**src/hw/rtl/vjc_pkg.sv**
```systemverilog
package vjc_pkg;

    localparam int DEF_VALUE_BITS = 32;
    localparam int DEF_COLOR_BITS = 16;

    localparam int RANGE_MINIMUM_RESET = 0;
    localparam int RANGE_MAXIMUM_RESET = 65535;

    localparam int REG_INDEX_BITS = 2;
    localparam logic [REG_INDEX_BITS-1:0] REG_RANGE_MINIMUM   = 2'd0;
    localparam logic [REG_INDEX_BITS-1:0] REG_RANGE_MAXIMUM   = 2'd1;
    localparam logic [REG_INDEX_BITS-1:0] REG_SWAP_GREEN_BLUE = 2'd2;

    // quarter of the ramp that a sample falls in
    localparam logic [1:0] SEG_RISE_GREEN = 2'd0;
    localparam logic [1:0] SEG_FALL_BLUE  = 2'd1;
    localparam logic [1:0] SEG_RISE_RED   = 2'd2;
    localparam logic [1:0] SEG_FALL_GREEN = 2'd3;

    typedef struct packed {
        logic       valid;
        logic       degenerate;
        logic [1:0] seg;
    } vjc_meta_t;

endpackage

```
**src/hw/rtl/value_to_jet_color_ramp.sv**
```systemverilog
// Channel     | Direction | Ports
// ------------+-----------+-------------------------------------------------------
// sample      | in        | start, busy, sample_value
// result      | out       | done, red_level, green_level, blue_level, degenerate_range
// config      | in        | cfg_write, cfg_index, cfg_data
//
// One sample is taken every cycle; busy stays low.
// Each result passes from its sample through six front stages
// (clamp, offset, 3x span, segment, numerator, full-scale product), one division
// cell per colour bit and the output register.
// rst_n clears the pipeline valids and loads the register reset values.
// The receiver cannot stall; done is a one-cycle strobe.
module value_to_jet_color_ramp
    import vjc_pkg::*;
#(
    parameter int VALUE_BITS = DEF_VALUE_BITS,
    parameter int COLOR_BITS = DEF_COLOR_BITS
)
(
    input  logic                         clk,
    input  logic                         rst_n,
    input  logic                         start,
    output logic                         busy,
    input  logic signed [VALUE_BITS-1:0] sample_value,
    output logic                         done,
    output logic [COLOR_BITS-1:0]        red_level,
    output logic [COLOR_BITS-1:0]        green_level,
    output logic [COLOR_BITS-1:0]        blue_level,
    output logic                         degenerate_range,
    input  logic                         cfg_write,
    input  logic [REG_INDEX_BITS-1:0]    cfg_index,
    input  logic [VALUE_BITS-1:0]        cfg_data
);

    localparam logic [VALUE_BITS-1:0] MinReset = VALUE_BITS'(RANGE_MINIMUM_RESET);
    localparam logic [VALUE_BITS-1:0] MaxReset = VALUE_BITS'(RANGE_MAXIMUM_RESET);
    localparam logic [COLOR_BITS-1:0] Full     = {COLOR_BITS{1'b1}};

    logic [VALUE_BITS-1:0] range_min_reg;
    logic [VALUE_BITS-1:0] range_max_reg;
    logic                  swap_reg;

    vjc_meta_t             meta_a [0:COLOR_BITS];
    logic [VALUE_BITS-1:0] span_a [0:COLOR_BITS];
    logic [VALUE_BITS-1:0] rem_a  [0:COLOR_BITS];
    logic [COLOR_BITS-1:0] low_a  [0:COLOR_BITS];
    logic [COLOR_BITS-1:0] quo_a  [0:COLOR_BITS];

    logic [VALUE_BITS+COLOR_BITS-1:0] dividend;

    logic                  done_reg;
    logic [COLOR_BITS-1:0] red_reg;
    logic [COLOR_BITS-1:0] green_reg;
    logic [COLOR_BITS-1:0] blue_reg;
    logic                  degen_reg;
    logic [COLOR_BITS-1:0] red_next;
    logic [COLOR_BITS-1:0] green_next;
    logic [COLOR_BITS-1:0] blue_next;
    logic [COLOR_BITS-1:0] ramp_g;
    logic [COLOR_BITS-1:0] ramp_b;
    logic [COLOR_BITS-1:0] level;

    // every cycle is open to a new transaction
    assign busy = 1'b0;

    always_ff @(posedge clk or negedge rst_n)
    begin
        if (!rst_n)
        begin
            range_min_reg <= MinReset;
            range_max_reg <= MaxReset;
            swap_reg      <= 1'b1;
        end
        else if (cfg_write)
        begin
            unique case (cfg_index)
                REG_RANGE_MINIMUM:   range_min_reg <= cfg_data;
                REG_RANGE_MAXIMUM:   range_max_reg <= cfg_data;
                REG_SWAP_GREEN_BLUE: swap_reg      <= cfg_data[0];
                default:             ;
            endcase
        end
    end

    vjc_front #(
        .VALUE_BITS (VALUE_BITS),
        .COLOR_BITS (COLOR_BITS)
    ) u_front (
        .clk          (clk),
        .rst_n        (rst_n),
        .in_valid     (start),
        .sample       (sample_value),
        .range_lo     ($signed(range_min_reg)),
        .range_hi     ($signed(range_max_reg)),
        .meta_out     (meta_a[0]),
        .span_out     (span_a[0]),
        .dividend_out (dividend)
    );

    // upper part of the dividend is already below the span
    assign rem_a[0] = dividend[VALUE_BITS+COLOR_BITS-1:COLOR_BITS];
    assign low_a[0] = dividend[COLOR_BITS-1:0];
    assign quo_a[0] = '0;

    for (genvar k = 0; k < COLOR_BITS; k++)
    begin : g_cell
        vjc_div_cell #(
            .VALUE_BITS (VALUE_BITS),
            .COLOR_BITS (COLOR_BITS)
        ) u_cell (
            .clk      (clk),
            .rst_n    (rst_n),
            .meta_in  (meta_a[k]),
            .span_in  (span_a[k]),
            .rem_in   (rem_a[k]),
            .low_in   (low_a[k]),
            .quo_in   (quo_a[k]),
            .meta_out (meta_a[k+1]),
            .span_out (span_a[k+1]),
            .rem_out  (rem_a[k+1]),
            .low_out  (low_a[k+1]),
            .quo_out  (quo_a[k+1])
        );
    end

    always_comb
    begin
        level    = quo_a[COLOR_BITS];
        red_next = '0;
        ramp_g   = Full;
        ramp_b   = '0;
        unique case (meta_a[COLOR_BITS].seg)
            SEG_RISE_GREEN:
            begin
                ramp_g = level;
                ramp_b = Full;
            end
            SEG_FALL_BLUE:
            begin
                ramp_b = level;
            end
            SEG_RISE_RED:
            begin
                red_next = level;
            end
            SEG_FALL_GREEN:
            begin
                red_next = Full;
                ramp_g   = level;
            end
            default:
            begin
                red_next = '0;
            end
        endcase
        green_next = swap_reg ? ramp_b : ramp_g;
        blue_next  = swap_reg ? ramp_g : ramp_b;
        if (meta_a[COLOR_BITS].degenerate)
        begin
            red_next   = Full;
            green_next = Full;
            blue_next  = '0;
        end
    end

    always_ff @(posedge clk or negedge rst_n)
    begin
        if (!rst_n)
        begin
            done_reg <= 1'b0;
        end
        else
        begin
            done_reg <= meta_a[COLOR_BITS].valid;
        end
    end

    always_ff @(posedge clk)
    begin
        red_reg   <= red_next;
        green_reg <= green_next;
        blue_reg  <= blue_next;
        degen_reg <= meta_a[COLOR_BITS].degenerate;
    end

    assign done             = done_reg;
    assign red_level        = red_reg;
    assign green_level      = green_reg;
    assign blue_level       = blue_reg;
    assign degenerate_range = degen_reg;

endmodule

```
**src/hw/rtl/vjc_div_cell.sv**
```systemverilog
module vjc_div_cell
    import vjc_pkg::*;
#(
    parameter int VALUE_BITS = DEF_VALUE_BITS,
    parameter int COLOR_BITS = DEF_COLOR_BITS
)
(
    input  logic                  clk,
    input  logic                  rst_n,
    input  vjc_meta_t             meta_in,
    input  logic [VALUE_BITS-1:0] span_in,
    input  logic [VALUE_BITS-1:0] rem_in,
    input  logic [COLOR_BITS-1:0] low_in,
    input  logic [COLOR_BITS-1:0] quo_in,
    output vjc_meta_t             meta_out,
    output logic [VALUE_BITS-1:0] span_out,
    output logic [VALUE_BITS-1:0] rem_out,
    output logic [COLOR_BITS-1:0] low_out,
    output logic [COLOR_BITS-1:0] quo_out
);

    vjc_meta_t             meta_reg;
    logic [VALUE_BITS-1:0] span_reg;
    logic [VALUE_BITS-1:0] rem_reg;
    logic [VALUE_BITS-1:0] rem_next;
    logic [COLOR_BITS-1:0] low_reg;
    logic [COLOR_BITS-1:0] quo_reg;
    logic [COLOR_BITS-1:0] quo_next;
    logic [VALUE_BITS:0]   shifted;
    logic [VALUE_BITS+1:0] trial;
    logic                  borrow;

    // one restoring step: bring down the next dividend bit, subtract if it fits
    always_comb
    begin
        shifted  = {rem_in, low_in[COLOR_BITS-1]};
        trial    = {1'b0, shifted} - {2'b00, span_in};
        borrow   = trial[VALUE_BITS+1];
        rem_next = borrow ? shifted[VALUE_BITS-1:0] : trial[VALUE_BITS-1:0];
        quo_next = {quo_in[COLOR_BITS-2:0], ~borrow};
    end

    always_ff @(posedge clk or negedge rst_n)
    begin
        if (!rst_n)
        begin
            meta_reg <= '0;
        end
        else
        begin
            meta_reg <= meta_in;
        end
    end

    always_ff @(posedge clk)
    begin
        span_reg <= span_in;
        rem_reg  <= rem_next;
        low_reg  <= {low_in[COLOR_BITS-2:0], 1'b0};
        quo_reg  <= quo_next;
    end

    assign meta_out = meta_reg;
    assign span_out = span_reg;
    assign rem_out  = rem_reg;
    assign low_out  = low_reg;
    assign quo_out  = quo_reg;

endmodule

```
**src/hw/rtl/vjc_front.sv**
```systemverilog
module vjc_front
    import vjc_pkg::*;
#(
    parameter int VALUE_BITS = DEF_VALUE_BITS,
    parameter int COLOR_BITS = DEF_COLOR_BITS
)
(
    input  logic                             clk,
    input  logic                             rst_n,
    input  logic                             in_valid,
    input  logic signed [VALUE_BITS-1:0]     sample,
    input  logic signed [VALUE_BITS-1:0]     range_lo,
    input  logic signed [VALUE_BITS-1:0]     range_hi,
    output vjc_meta_t                        meta_out,
    output logic [VALUE_BITS-1:0]            span_out,
    output logic [VALUE_BITS+COLOR_BITS-1:0] dividend_out
);

    localparam int XW = VALUE_BITS + 2;

    // stage A: clamp
    vjc_meta_t                    meta_a_reg;
    vjc_meta_t                    meta_a_next;
    logic signed [VALUE_BITS-1:0] clamp_a_reg;
    logic signed [VALUE_BITS-1:0] clamp_a_next;
    // stage B: offset and span
    vjc_meta_t                    meta_b_reg;
    logic [VALUE_BITS-1:0]        x_b_reg;
    logic [VALUE_BITS-1:0]        span_b_reg;
    // stage C: 4x and 3d
    vjc_meta_t                    meta_c_reg;
    logic [XW-1:0]                x4_c_reg;
    logic [VALUE_BITS-1:0]        span_c_reg;
    logic [XW-1:0]                span3_c_reg;
    logic [XW-1:0]                span3_c_next;
    // stage D: segment
    vjc_meta_t                    meta_d_reg;
    vjc_meta_t                    meta_d_next;
    logic [XW-1:0]                x4_d_reg;
    logic [VALUE_BITS-1:0]        span_d_reg;
    // stage E: ramp numerator
    vjc_meta_t                    meta_e_reg;
    logic [VALUE_BITS-1:0]        num_e_reg;
    logic [VALUE_BITS-1:0]        num_e_next;
    logic [VALUE_BITS-1:0]        span_e_reg;
    // stage F: numerator times full scale
    vjc_meta_t                    meta_f_reg;
    logic [VALUE_BITS+COLOR_BITS-1:0] dividend_f_reg;
    logic [VALUE_BITS+COLOR_BITS-1:0] dividend_f_next;
    logic [VALUE_BITS-1:0]        span_f_reg;

    logic [XW-1:0] span_w;
    logic [XW-1:0] span2_w;
    logic [XW-1:0] span4_w;
    logic [XW-1:0] num_w;

    always_comb
    begin
        meta_a_next.valid      = in_valid;
        meta_a_next.degenerate = (range_hi <= range_lo);
        meta_a_next.seg        = SEG_RISE_GREEN;
        if (sample < range_lo)
        begin
            clamp_a_next = range_lo;
        end
        else if (sample > range_hi)
        begin
            clamp_a_next = range_hi;
        end
        else
        begin
            clamp_a_next = sample;
        end
    end

    always_comb
    begin
        span3_c_next = {2'b00, span_b_reg} + {1'b0, span_b_reg, 1'b0};
    end

    always_comb
    begin
        span_w      = {2'b00, span_c_reg};
        span2_w     = {1'b0, span_c_reg, 1'b0};
        meta_d_next = meta_c_reg;
        if (x4_c_reg < span_w)
        begin
            meta_d_next.seg = SEG_RISE_GREEN;
        end
        else if (x4_c_reg < span2_w)
        begin
            meta_d_next.seg = SEG_FALL_BLUE;
        end
        else if (x4_c_reg < span3_c_reg)
        begin
            meta_d_next.seg = SEG_RISE_RED;
        end
        else
        begin
            meta_d_next.seg = SEG_FALL_GREEN;
        end
    end

    always_comb
    begin
        span4_w = {span_d_reg, 2'b00};
        unique case (meta_d_reg.seg)
            SEG_RISE_GREEN: num_w = x4_d_reg;
            SEG_FALL_BLUE:  num_w = {1'b0, span_d_reg, 1'b0} - x4_d_reg;
            SEG_RISE_RED:   num_w = x4_d_reg - {1'b0, span_d_reg, 1'b0};
            SEG_FALL_GREEN: num_w = span4_w - x4_d_reg;
            default:        num_w = '0;
        endcase
        // never above the span, so the low bits hold it
        num_e_next = num_w[VALUE_BITS-1:0];
    end

    always_comb
    begin
        dividend_f_next = {num_e_reg, {COLOR_BITS{1'b0}}}
                          - {{COLOR_BITS{1'b0}}, num_e_reg};
    end

    always_ff @(posedge clk or negedge rst_n)
    begin
        if (!rst_n)
        begin
            meta_a_reg <= '0;
            meta_b_reg <= '0;
            meta_c_reg <= '0;
            meta_d_reg <= '0;
            meta_e_reg <= '0;
            meta_f_reg <= '0;
        end
        else
        begin
            meta_a_reg <= meta_a_next;
            meta_b_reg <= meta_a_reg;
            meta_c_reg <= meta_b_reg;
            meta_d_reg <= meta_d_next;
            meta_e_reg <= meta_d_reg;
            meta_f_reg <= meta_e_reg;
        end
    end

    always_ff @(posedge clk)
    begin
        clamp_a_reg    <= clamp_a_next;
        x_b_reg        <= clamp_a_reg - range_lo;
        span_b_reg     <= range_hi - range_lo;
        x4_c_reg       <= {x_b_reg, 2'b00};
        span_c_reg     <= span_b_reg;
        span3_c_reg    <= span3_c_next;
        x4_d_reg       <= x4_c_reg;
        span_d_reg     <= span_c_reg;
        num_e_reg      <= num_e_next;
        span_e_reg     <= span_d_reg;
        dividend_f_reg <= dividend_f_next;
        span_f_reg     <= span_e_reg;
    end

    assign meta_out     = meta_f_reg;
    assign span_out     = span_f_reg;
    assign dividend_out = dividend_f_reg;

endmodule
```
**config.mk**
```make
export PLATFORM = sky130hd
export DESIGN_NAME = value_to_jet_color_ramp
export DESIGN_NICKNAME = d
export VERILOG_FILES = /design/src/hw/rtl/vjc_pkg.sv /design/src/hw/rtl/value_to_jet_color_ramp.sv /design/src/hw/rtl/vjc_div_cell.sv /design/src/hw/rtl/vjc_front.sv
export SDC_FILE = /design/constraint.sdc
export NUM_CORES = 2
export LEC_CHECK = 0
export BUFFER_PORTS_ARGS = -buffer_cell sky130_fd_sc_hd__buf_2
export CAP_MARGIN = 20
export CORE_MARGIN = 2
export CORE_UTILIZATION = 55
export CTS_BUF_LIST = sky130_fd_sc_hd__clkbuf_4 sky130_fd_sc_hd__clkbuf_8
export CTS_CLUSTER_DIAMETER = 200
export DETAILED_ROUTE_END_ITERATION = 8
export MAX_ROUTING_LAYER = met4
export PLACE_DENSITY = 0.71
export SYNTH_ARGS = -nofsm -noshare
export SYNTH_HDL_FRONTEND = slang
export SYNTH_SLANG_ARGS = --single-unit
export TNS_END_PERCENT = 30
```
**constraint.sdc**
```tcl
create_clock -name clk -period 4.57 [get_ports clk]
set_clock_uncertainty 0.05 [all_clocks]
set_input_delay 0.2285 -clock clk [delete_from_list [all_inputs] [get_ports clk]]
set_output_delay 0.2285 -clock clk [all_outputs]
set_load 0.005 [all_outputs]
```
==> reports/metrics.json <==
{
  "run_status": {"value": "complete, no violations"},
  "syn-cell-area": {"value": 82900, "unit": "µm²"},
  "critPathTopFamily": {"value": "compound AO/OA/AOI/OAI gates"},
  "first_pass_grt_wire_length": {"value": 307000, "unit": "µm"},
  "insertion_delay": {"value": 1.03, "unit": "ns"},
  "detail_route.drc_violations": {"value": 0},
  "area.growth.synth_to_final": {"value": 13.9, "unit": "%"},
  "clockRootBuffer": {"value": "clkbuf_8"},
  "ys_async_sr_fraction": {"value": 8.25, "unit": "%"},
  "unrepaired_setup_endpoints_after_global_routing": {"value": "no"},
  "drt-total-wl": {"value": 188000, "unit": "µm"},
  "hold_path.startpoint": {"value": "sample_value[0]"},
  "yosysSeqAreaShare": {"value": 44.3, "unit": "%"},
  "route.vias.total": {"value": 61204},
  "top_layer": {"value": "met4"},
  "drt-wirelength-per-cell": {"value": 16.6, "unit": "µm"},
  "floorplan.die.width": {"value": 392, "unit": "µm"},
  "layout.cells.most_common": {"value": "dfxtp_1"},
  "timing.rr.end": {"value": "u_front.clamp_a_reg[19]$_DFF_P_"},
  "ys_types": {"value": 102},
  "reg2reg_from": {"value": "range_max_reg[1]$_DFFE_PN1P_"},
  "routed-wl-met3": {"value": 8230, "unit": "µm"},
  "post_drt_via_cell_ratio": {"value": 5.42},
  "maxClockFrequency": {"value": 235, "unit": "MHz"},
  "pin_count_of_the_biggest_net_entering_global_routing": {"value": 149},
  "cts_tree": {"value": "yes"},
  "drt.antenna.violating_nets": {"value": 0},
  "die-height": {"value": 392, "unit": "µm"},
  "first_pass_iters": {"value": 5},
  "cpMaxStageDelayCell": {"value": "dfstp_2"},
  "antenna_violations_before_repair": {"value": 3},
  "clkTransAtPathRegs": {"value": 0.07, "unit": "ns"},
  "cp_data_required_time": {"value": 5.44, "unit": "ns"},
  "synth-edff-count": {"value": 0},
  "slew_violations": {"value": 0},
  "crit_path_cell_trace": {"value": "inv_1, ha_1, nor2b_1, o21a_1, o21ai_0, nand2b_1, a211oi_1, o21ai_0, a221oi_2, xor2_2, o21ai_4, buf_8, mux2i_1, mux2i_1, dlygate4sd3_1"},
  "ys_warn_count": {"value": 0},
  "final_period_utilization": {"value": 93.1, "unit": "%"},
  "period_needed": {"value": 4.25, "unit": "ns"},
  "worst_slew_margin_relative_to_its_limit": {"value": 22.2, "unit": "%"},
  "first_iter_violations": {"value": 3318},
  "cts_made_buffers": {"value": 315},
  "finalSetupViolCount": {"value": 0},
  "worstMarginPinSlew": {"value": 1.16, "unit": "ns"},
  "number_of_global_route_vias_before_repair": {"value": 61720},
  "numClockSinks": {"value": 1795},
  "cts-htree-levels": {"value": 5},
  "wl_met1": {"value": 82500, "unit": "µm"},
  "gp_congestion": {"value": 0.913},
  "end_kind": {"value": "register"},
  "final_net_count": {"value": 9976},
  "critPathMaxStageDelay": {"value": 0.56, "unit": "ns"},
  "worst_slack": {"value": 0.316, "unit": "ns"},
  "ys_seq_elements": {"value": 1795},
  "finalHoldViolCount": {"value": 0},
  "floorplan.rows": {"value": 142},
  "final_util": {"value": 63.0, "unit": "%"},
  "drive_gt1_share": {"value": 11.2, "unit": "%"},
  "layout.cells.most_common_list": {"value": "dfxtp_1 (1647), inv_1 (879), ha_1 (841), a21oi_1 (657), o21ai_0 (471)"},
  "synthFlopType": {"value": "dfxtp_1"},
  "worst_hold_path.num_cells": {"value": 5},
  "cp.buffers_inverters": {"value": 3},
  "reg2reg_setup_slack": {"value": 0.32, "unit": "ns"},
  "placeableCoreArea": {"value": 150000, "unit": "µm²"},
  "netlist_instances": {"value": 8521},
  "maxCapViolations": {"value": 0},
  "design.portCount": {"value": 121},
  "cts-root-to-sink-buffers": {"value": 4},
  "wire_length_on_met2": {"value": 92000, "unit": "µm"},
  "avgSynthCellArea": {"value": 9.72, "unit": "µm²"},
  "setup_tns_final": {"value": 0, "unit": "ns"},
  "grt.total_usage": {"value": 25.0, "unit": "%"},
  "synth_fp_nets": {"value": 9452},
  "worstPathMaxFanout": {"value": 20},
  "reg2regPathDepth": {"value": 15},
  "fin_hold_ws": {"value": 0.195, "unit": "ns"},
  "worst_hold_path_type": {"value": "in2reg"},
  "half_perimeter_wire_length_of_the_detailed_placement_result": {"value": 140000, "unit": "µm"},
  "min_to": {"value": "u_front.clamp_a_reg[0]$_DFF_P_"},
  "critical_path_arrival": {"value": 5.12, "unit": "ns"},
  "setup.worst_path.start_class": {"value": "register"},
  "place_ws": {"value": 0.457, "unit": "ns"},
  "place.port_buffers": {"value": 119},
  "floorplan.initialDensity": {"value": 55.3, "unit": "%"},
  "fillCellCount": {"value": 12164},
  "setup_cp_type": {"value": "reg2reg"},
  "die_area": {"value": 154000, "unit": "µm²"},
  "global_route.overflow_total": {"value": 0}
}
## Yosys cell counts, types with 22 or more instances
master | number | share of area [%]
ha_1 | 841 | 13
nand2_1 | 471 | 2.1
nor2_1 | 463 | 2.1
a21o_1 | 347 | 3.1
mux2i_1 | 107 | 1.3
nand2b_1 | 104 | 0.79
mux2_1 | 59 | 0.80
o21ai_1 | 22 | 0.13
nor4_1 | 37 | 0.28
nand4_1 | 93 | 0.70
dfrtp_1 | 131 | 4.0
o21bai_1 | 80 | 0.72
mux2_2 | 220 | 3.0
xor2_1 | 181 | 1.9
or3_1 | 26 | 0.20
a21oi_1 | 657 | 4.0
o21ai_0 | 471 | 2.8
inv_1 | 879 | 4.0
nor2b_1 | 121 | 0.91
or2_2 | 26 | 0.20
o31ai_1 | 43 | 0.39
nand3_1 | 99 | 0.60
nor3_1 | 103 | 0.62
and2_1 | 29 | 0.22
a211oi_1 | 72 | 0.65
and3_1 | 53 | 0.40
buf_2 | 36 | 0.22
o211ai_1 | 35 | 0.32
dfxtp_1 | 1647 | 40
a31oi_1 | 56 | 0.42
clkbuf_1 | 94 | 0.43
o21a_1 | 144 | 1.3
or4_1 | 23 | 0.21
xnor2_1 | 368 | 3.9
## area by class of cell
| cell class | instances | area, µm² | area share, % |
|---|---|---|---|
| clock inverters | 51 | 505 | 0.536 |
| diodes | 2 | 5.00 | 0.00530 |
| well taps | 2016 | 2520 | 2.67 |
| repair buffers | 362 | 2990 | 3.17 |
| inverters | 883 | 3310 | 3.51 |
| multi-input cells | 5688 | 42200 | 44.7 |
| clock buffers | 487 | 6100 | 6.47 |
| flip-flops and latches | 1795 | 36700 | 38.9 |
## metrics by stage
stage / area [µm²] / cells
floorplan: 82900 / 8521
global placement: 85700 / 10546
detailed placement: 85700 / 10546
CTS: 94300 / 11279
global route: 94400 / 11284
finish: 94400 / 11284
## worst min-delay path, cell delays in order
cell and delay [ns]:
dlygate4sd3_1 0.52, buf_2 0.12, inv_1 0.06, mux2i_1 0.14, mux2_2 0.16
## worst max-delay path by stage
| stage | start | end | slack [ns] | cells past startpoint |
|---|---|---|---|---|
| 3_5_place_dp | u_front.meta_d_reg[0]$_DFF_PN0_ | u_front.num_e_reg[30]$_DFF_P_ | 0.46 | 16 |
| 4_1_cts | range_max_reg[1]$_DFFE_PN1P_ | u_front.clamp_a_reg[19]$_DFF_P_ | 0.12 | 15 |
| 3_3_place_gp | u_front.meta_d_reg[0]$_DFF_PN0_ | u_front.num_e_reg[30]$_DFF_P_ | 0.46 | 16 |
| 6_report | range_max_reg[1]$_DFFE_PN1P_ | u_front.clamp_a_reg[19]$_DFF_P_ | 0.32 | 15 |
| 2_1_floorplan | u_front.meta_d_reg[0]$_DFF_PN0_ | u_front.num_e_reg[25]$_DFF_P_ | 0.57 | 18 |
| 5_1_grt | range_max_reg[1]$_DFFE_PN1P_ | u_front.clamp_a_reg[19]$_DFF_P_ | 0.0006 | 15 |
## repair_timing
| action | CTS | global route |
|---|---|---|
| hold buffers | 195 | 0 |
| endpoints found under the hold margin | 246 | 0 |
| setup buffers | 0 | 2 |
| endpoints found under the setup margin | 0 | 3 |
| resized for setup | 0 | 4 |
## cells by family (layout without fill, tap and decap cells)
| kind of cell | after synthesis | count (layout) | synth area share [%] |
|---|---|---|---|
| compound gates | 2190 | 2190 | 16.8 |
| flops | 1795 | 1795 | 44.3 |
| simple gates | 1700 | 1700 | 9.90 |
| buf+inv | 1038 | 1783 | 4.87 |
| fa+ha+maj | 861 | 861 | 13.2 |
| xor+xnor | 549 | 549 | 5.80 |
| mux | 387 | 387 | 5.10 |
| other cells | 1 | 3 | 0.00453 |
## per-layer routing
layer	vias up	global-route usage, %
met2	1233	43.1
met1	28792	29.6
met5	-	-
met3	389	4.17
li1	30790	-
met4	0	8.31
Power is left out: the tool's default activity adds up to more than one toggle a clock period on the data nets, which glitch-free logic cannot reach.
